**config.mk**
```make
export PLATFORM = sky130hd
export DESIGN_NAME = bitmap_id_allocator
export DESIGN_NICKNAME = d
export VERILOG_FILES = /design/src/hdl/bia_pkg.sv /design/src/hdl/bitmap_id_allocator.sv
export SDC_FILE = /design/constraint.sdc
export NUM_CORES = 2
export LEC_CHECK = 0
export BUFFER_PORTS_ARGS = -buffer_cell sky130_fd_sc_hd__clkbuf_2
export CORE_UTILIZATION = 30
export CTS_CLUSTER_DIAMETER = 100
export DETAILED_ROUTE_END_ITERATION = 6
export SLEW_MARGIN = 20
export SYNTH_ARGS = -nofsm -noshare
export SYNTH_HDL_FRONTEND = slang
export SYNTH_SLANG_ARGS = --single-unit
```
**constraint.sdc**
```tcl
create_clock -name clk -period 5.7 [get_ports clk]
set_input_delay 1.14 -clock clk [delete_from_list [all_inputs] [get_ports clk]]
set_output_delay 1.14 -clock clk [all_outputs]
set_load 0.01 [all_outputs]
```
**src/hdl/bia_pkg.sv**
```systemverilog
// Shared types, constants and helpers for the bitmap ID allocator.
// No dependencies; used by bitmap_id_allocator.
`default_nettype none

package bia_pkg;

  localparam int IdCountDef = 1024;
  localparam int WordBits   = 32;
  localparam int BitIdxW    = 5;

  localparam int IdW     = 10;
  localparam int StatusW = 2;
  localparam int InUseW  = 11;

  typedef enum logic [StatusW-1:0] {
    ST_DONE         = 2'd0,
    ST_NONE_FREE    = 2'd1,
    ST_ALREADY_FREE = 2'd2
  } alloc_status_t;

  typedef enum logic [2:0] {
    S_CLEAR,
    S_IDLE,
    S_ALLOC,
    S_REL,
    S_EMIT
  } state_t;

  typedef struct packed {
    logic           mode;
    logic [IdW-1:0] release_id;
  } req_t;

  typedef struct packed {
    logic [IdW-1:0]     granted_id;
    logic [StatusW-1:0] status;
    logic [InUseW-1:0]  in_use_count;
  } rsp_t;

  // Index of the lowest set bit; zero for an empty word.
  function automatic logic [BitIdxW-1:0] lowest_set(input logic [WordBits-1:0] w);
    logic [BitIdxW-1:0] idx;
    idx = '0;
    for (int b = WordBits - 1; b >= 0; b--) begin
      if (w[b]) begin
        idx = BitIdxW'(b);
      end
    end
    return idx;
  endfunction

endpackage

`default_nettype wire

```
**src/hdl/bitmap_id_allocator.sv**
```systemverilog
// Bitmap ID allocator: next-fit scan over a word-wide free map held in memory.
// Depends on bia_pkg for payload structs, status codes and the bit search.
//
// Usage:
//   Input beats (in_valid/in_stall, in_data) carry one request: mode 0 asks
//   for an ID, mode 1 gives back release_id. Each request yields exactly one
//   result beat (out_valid/out_stall, out_data) with the granted ID, a status
//   and the number of IDs in use after the request.
//   Requests are handled one at a time; in_stall is high while one is busy.
//   An allocate reads one free-map word per cycle from the remembered word
//   onwards, k words in all (1 .. ID_COUNT/32). The single memory read port
//   sets that rate. A release reads its word once, in S_REL; a request
//   answered at once goes straight from S_IDLE to S_EMIT.
//   The result sits in an output register, so the next request is taken
//   while a result waits; a stalled result holds until out_stall drops.
//   After reset the block sweeps the free map to all ones, one word per
//   cycle, over all ID_COUNT/32 words, with in_stall high throughout.
`default_nettype none

module bitmap_id_allocator #(
  parameter int ID_COUNT = bia_pkg::IdCountDef
) (
  input  wire             clk,
  input  wire             rst_n,
  input  wire             in_valid,
  output logic            in_stall,
  input  bia_pkg::req_t   in_data,
  output logic            out_valid,
  input  wire             out_stall,
  output bia_pkg::rsp_t   out_data
);

  localparam int WordCount = ID_COUNT / bia_pkg::WordBits;
  localparam int WW        = (WordCount > 1) ? $clog2(WordCount) : 1;
  localparam int FCW       = $clog2(ID_COUNT + 1);
  localparam logic [WW-1:0]  LastWord = WW'(WordCount - 1);
  localparam logic [FCW-1:0] IdCountW = FCW'(ID_COUNT);

  bia_pkg::state_t state_r, state_nxt;
  logic [WW-1:0]  addr_r, addr_nxt;
  logic [WW-1:0]  visit_r, visit_nxt;
  logic [WW-1:0]  scan_word_r, scan_word_nxt;
  logic [FCW-1:0] free_count_r, free_count_nxt;
  logic [bia_pkg::BitIdxW-1:0] rel_bit_r, rel_bit_nxt;
  logic [bia_pkg::IdW-1:0]     res_id_r, res_id_nxt;
  bia_pkg::alloc_status_t      res_status_r, res_status_nxt;
  logic           out_valid_r, out_valid_nxt;
  bia_pkg::rsp_t  out_data_r, out_data_nxt;

  logic [bia_pkg::WordBits-1:0] free_marks_r [WordCount];
  logic [bia_pkg::WordBits-1:0] rd_data_r;
  logic                         mem_we;
  logic [bia_pkg::WordBits-1:0] mem_wdata;
  logic [bia_pkg::BitIdxW-1:0]  hit_bit;

  assign in_stall  = (state_r != bia_pkg::S_IDLE);
  assign out_valid = out_valid_r;
  assign out_data  = out_data_r;
  assign hit_bit   = bia_pkg::lowest_set(rd_data_r);

  // Free map: one write and one registered read per cycle.
  always_ff @(posedge clk) begin
    if (mem_we) begin
      free_marks_r[addr_r] <= mem_wdata;
    end
    rd_data_r <= free_marks_r[addr_nxt];
  end

  always_ff @(posedge clk) begin
    if (!rst_n) begin
      state_r      <= bia_pkg::S_CLEAR;
      addr_r       <= '0;
      visit_r      <= '0;
      scan_word_r  <= '0;
      free_count_r <= IdCountW;
      out_valid_r  <= 1'b0;
    end else begin
      state_r      <= state_nxt;
      addr_r       <= addr_nxt;
      visit_r      <= visit_nxt;
      scan_word_r  <= scan_word_nxt;
      free_count_r <= free_count_nxt;
      out_valid_r  <= out_valid_nxt;
    end
  end

  always_ff @(posedge clk) begin
    rel_bit_r    <= rel_bit_nxt;
    res_id_r     <= res_id_nxt;
    res_status_r <= res_status_nxt;
    out_data_r   <= out_data_nxt;
  end

  always_comb begin
    state_nxt      = state_r;
    addr_nxt       = addr_r;
    visit_nxt      = visit_r;
    scan_word_nxt  = scan_word_r;
    free_count_nxt = free_count_r;
    rel_bit_nxt    = rel_bit_r;
    res_id_nxt     = res_id_r;
    res_status_nxt = res_status_r;
    out_valid_nxt  = out_valid_r & out_stall;
    out_data_nxt   = out_data_r;
    mem_we         = 1'b0;
    mem_wdata      = '1;

    unique case (state_r)
      bia_pkg::S_CLEAR: begin
        mem_we = 1'b1;
        if (addr_r == LastWord) begin
          addr_nxt  = '0;
          state_nxt = bia_pkg::S_IDLE;
        end else begin
          addr_nxt = addr_r + 1'b1;
        end
      end

      bia_pkg::S_IDLE: begin
        if (in_valid) begin
          res_id_nxt = '0;
          if (!in_data.mode) begin
            if (free_count_r == '0) begin
              res_status_nxt = bia_pkg::ST_NONE_FREE;
              state_nxt      = bia_pkg::S_EMIT;
            end else begin
              addr_nxt  = scan_word_r;
              visit_nxt = '0;
              state_nxt = bia_pkg::S_ALLOC;
            end
          end else begin
            if ({22'd0, in_data.release_id} >= 32'(ID_COUNT)) begin
              res_status_nxt = bia_pkg::ST_ALREADY_FREE;
              state_nxt      = bia_pkg::S_EMIT;
            end else begin
              addr_nxt    = WW'(in_data.release_id >> bia_pkg::BitIdxW);
              rel_bit_nxt = in_data.release_id[bia_pkg::BitIdxW-1:0];
              state_nxt   = bia_pkg::S_REL;
            end
          end
        end
      end

      bia_pkg::S_ALLOC: begin
        if (rd_data_r != '0) begin
          mem_we         = 1'b1;
          mem_wdata      = rd_data_r & ~(32'd1 << hit_bit);
          scan_word_nxt  = addr_r;
          free_count_nxt = free_count_r - 1'b1;
          res_id_nxt     = bia_pkg::IdW'({addr_r, hit_bit});
          res_status_nxt = bia_pkg::ST_DONE;
          state_nxt      = bia_pkg::S_EMIT;
        end else if (visit_r == LastWord) begin
          // full circle without a free bit: answer with ST_NONE_FREE
          res_status_nxt = bia_pkg::ST_NONE_FREE;
          state_nxt      = bia_pkg::S_EMIT;
        end else begin
          // advance; the read of the next word overlaps this check
          addr_nxt  = (addr_r == LastWord) ? '0 : addr_r + 1'b1;
          visit_nxt = visit_r + 1'b1;
        end
      end

      bia_pkg::S_REL: begin
        if (rd_data_r[rel_bit_r]) begin
          res_status_nxt = bia_pkg::ST_ALREADY_FREE;
        end else begin
          mem_we         = 1'b1;
          mem_wdata      = rd_data_r | (32'd1 << rel_bit_r);
          free_count_nxt = free_count_r + 1'b1;
          res_status_nxt = bia_pkg::ST_DONE;
        end
        state_nxt = bia_pkg::S_EMIT;
      end

      bia_pkg::S_EMIT: begin
        // hold until the output register is free
        if (!out_valid_r || !out_stall) begin
          out_valid_nxt             = 1'b1;
          out_data_nxt.granted_id   = res_id_r;
          out_data_nxt.status       = res_status_r;
          out_data_nxt.in_use_count = bia_pkg::InUseW'(IdCountW - free_count_r);
          state_nxt                 = bia_pkg::S_IDLE;
        end
      end

      default: begin
        state_nxt = bia_pkg::S_IDLE;
      end
    endcase
  end

`ifndef SYNTHESIS
  a_count_bound: assert property (@(posedge clk) disable iff (!rst_n)
    free_count_r <= IdCountW)
    else $error("free count above ID_COUNT");

  a_alloc_dec: assert property (@(posedge clk) disable iff (!rst_n)
    (state_r == bia_pkg::S_ALLOC && rd_data_r != '0)
      |=> (free_count_r == $past(free_count_r) - 1'b1) && (state_r == bia_pkg::S_EMIT))
    else $error("allocate hit did not take one ID");

  a_fail_zero_id: assert property (@(posedge clk) disable iff (!rst_n)
    (out_valid && (out_data.status == bia_pkg::ST_NONE_FREE ||
                   out_data.status == bia_pkg::ST_ALREADY_FREE))
      |-> out_data.granted_id == '0)
    else $error("non-zero ID on a failed beat");
`endif

endmodule

`default_nettype wire
```
==> impl_metrics.env <==
export IMPL_grt_remaining_overflow=0
export IMPL_area_growth_synth_to_final_pct=15.67
export IMPL_htreeDepth=3
export IMPL_die_x_um=391.4
export IMPL_cts_resized=0
export IMPL_final_net_count=3519
export IMPL_timing_fmax_ghz=0.1854
export IMPL_netlist_instances=3419
export IMPL_drt_first_iter_violations=3954
export IMPL_grt_max_degree=128
export IMPL_rsz0062_at_grt="no"
export IMPL_port_buffer_count=39
export IMPL_timing_critical_path_fanout_max=31
export IMPL_drc_errors=0
export IMPL_cts_setup_buffers=0
export IMPL_place_detailed_hpwl_um=76160
export IMPL_ys_warns=0
export IMPL_area_enclosed_by_the_die_boundary_um2=153200
export IMPL_tritoncts_clock_tree="done"
export IMPL_grt_util_all_layers_pct=16.84
export IMPL_antenna_violations_before_repair=1
export IMPL_power_density_cell_area_nw_per_um2=538.2
export IMPL_routed_via_count=29702
export IMPL_ant_nets=0
export IMPL_hold_viol_final=0
export IMPL_p_leak_nw=17.42
export IMPL_synth_edff_count=1064
export IMPL_number_of_global_route_vias_before_repair=27958
export IMPL_synth_nets=3452
export IMPL_path_clk_slew_ps=60
export IMPL_cts_num_sinks=1126
export IMPL_relSlewSlack_pct=21.04
export IMPL_cp_slowest_cell="sky130_fd_sc_hd__nor4_1"
export IMPL_yosysSeqAreaShare_pct=72.98
export IMPL_netlist_cell_types=72
export IMPL_timing_final_max_slew_violations=0
export IMPL_avg_cell_area_syn_um2=13.30
export IMPL_final_cell_mix="sky130_fd_sc_hd__edfxtp_1, sky130_fd_sc_hd__nand2_1, sky130_fd_sc_hd__a21oi_1, sky130_fd_sc_hd__and3_1, sky130_fd_sc_hd__buf_4"
export IMPL_die_y_um=391.4
export IMPL_layout_commonest_cell="sky130_fd_sc_hd__edfxtp_1"
export IMPL_post_drt_via_cell_ratio=5.306
export IMPL_finalSetupViolCount=0
export IMPL_starting_utilization_of_the_core_area_pct=30.30
export IMPL_timing_worst_setup_path_type="reg2reg"
export IMPL_cts_buffers_inserted=111
export IMPL_yosys_most_used_dff="sky130_fd_sc_hd__edfxtp_1"
export IMPL_cts_buffer_depth=3
export IMPL_setup_tns_ps=0
export IMPL_fraction_of_the_cycle_the_final_worst_path_needs_pct=94.61
export IMPL_rows=142
export IMPL_grt_pass1_wl_um=193500
export IMPL_crit_path_end_kind="flip-flop"
export IMPL_firstDrtPassIters=6
export IMPL_run_status="completed"
export IMPL_cp_delay_by_family_top="simple AND/OR/NAND/NOR gates"
export IMPL_ioPinCount=40
export IMPL_max_slew_worst_pin_slew_ps=1175
export IMPL_arrival_worst_endpoint_ps=5970
export IMPL_peakVddDrop_mv=0.8134
export IMPL_worst_clock_skew_ps=27.71
export IMPL_final_critical_period_ps=5393
export IMPL_syn_area_um2=45480
export IMPL_crit_buf_inv=2
export IMPL_worst_ep_required_time_ps=6270
export IMPL_timing_critical_path_from_type="flip-flop"
export IMPL_postSynthRegisterBits=1126
export IMPL_gp_routability_congestion=0.9020
export IMPL_postCtsHoldBufs=0
export IMPL_kind_of_path_behind_the_tightest_hold_check="reg2reg"
export IMPL_antenna_diode_count=0
export IMPL_core_region_area_um2=150100
export IMPL_ys_async_sr_fraction_pct=0
export IMPL_route_final_wire_length_um=131300
export IMPL_insertion_delay_ps=700
export IMPL_critical_path_max_stage_delay_ps=970
export IMPL_timing_final_ws_setup_ps=306.9
export IMPL_drt_wirelength_per_cell_um=23.45
export IMPL_timing_max_cap_violations=0
export IMPL_clock_tree_root_cell="sky130_fd_sc_hd__clkbuf_16"
export IMPL_cp_cell_sequence="nor4_4 -> nand4_2 -> o31a_1 -> o41a_2 -> nor2_4 -> buf_12 -> buf_4 -> a2111oi_0 -> nor4_1 -> nor3b_1"
export IMPL_pre_cts_ws_ps=426.6
export IMPL_post_route_cells_drive_above_1_share_pct=12.62
## final timing paths
path / startpoint / end / depth (start not counted) / slack [ps]
setup / recovery: rd_data_r[3] / rd_data_r[6] / 10 / 310
hold / removal: res_id_r[5] / out_data[18] / 0 / 420
setup reg to reg: rd_data_r[3] / rd_data_r[6] / 10 / 310
hold reg to reg: res_id_r[5] / out_data[18] / 0 / 420
## report_power, final
group          internal, mW  switching [mW]
Sequential             9.62           0.458
Combinational          3.21            7.83
Clock                  4.10            3.09
Total                  16.9            11.4
## cells in the mapped netlist, drive strengths merged (12+ instances only)
master / number / area [µm²]
a2111oi: 95 / 832.1
a21oi: 298 / 1491
a221o: 32 / 320.3
a22oi: 32 / 240.2
a31oi: 72 / 450.4
and2: 21 / 131.4
and3: 166 / 1039
buf: 108 / 525.5
clkbuf: 116 / 435.4
dfxtp: 62 / 1241
edfxtp: 1064 / 31950
ha: 17 / 212.7
inv: 23 / 86.33
nand2: 761 / 2856
nand3: 88 / 440.4
nor2: 90 / 340.3
nor3: 16 / 80.08
nor3b: 34 / 255.2
nor4: 48 / 374.1
o21ai: 45 / 225.2
o22ai: 63 / 394.1
xnor2: 12 / 105.1
## through the flow
step,cell area [µm²],instances,power (mW),hold WS (ps),utilization (%)
2_1_floorplan,45480,3419,17.03,400.3,-
3_3_place_gp,49020,5388,21.09,402.0,32.65
3_5_place_dp,49030,5388,21.15,404.5,32.66
4_1_cts,52570,5597,28.34,422.7,35.02
5_1_grt,52610,5598,29.63,424.6,35.04
6_report,52610,5598,28.31,418.2,35.04
## worst register-to-register path, delay by kind of cell (launching register included)
kind	cells	cell delay, ps
flops	1	500
simple gates	5	3020
compound gates	3	1290
buf+inv	2	490
## metal layers
metal  track usage [%]  vias to the layer above  part of all wire, %
met1             24.17                    15010                   43
li1                  -                    13098                    -
met5                 0                        -               0.0099
met4             4.984                        2                  2.6
met2             26.21                     1376                   46
met3             2.549                      216                  8.3
## cell families (layout without fill, tap and decap cells)
| family | count (synthesis) | in the layout | synth area share [%] |
|---|---|---|---|
| mux | 22 | 22 | 0.7950 |
| simple gates | 1273 | 1273 | 12.90 |
| xor+xnor | 19 | 19 | 0.3659 |
| fa+ha+maj | 18 | 18 | 0.5117 |
| compound gates | 714 | 714 | 10.15 |
| buf+inv | 247 | 410 | 2.303 |
| flops | 1126 | 1126 | 72.98 |
## state kept, by name (all words and copies together), names as in the netlist, 2 cells and up
signal / count
addr_r: 5
free_count_r: 11
free_marks_r: 1024
out_data: 23
rd_data_r: 32
rel_bit_r: 5
res_id_r: 10
res_status_r: 2
scan_word_r: 5
state_r: 3
visit_r: 5
## area by class of cell
type                       instances  area (µm²)
fill                           14346       97520
sequential                      1126       33190
multi-input combinational       2046       11820
clock buffer                     160        3107
tap                             2016        2522
timing repair buffer             178        1446
clock inverter                    49       441.7
inverter                          23       86.33
No activity file was read; power rests on OpenSTA's default activity.
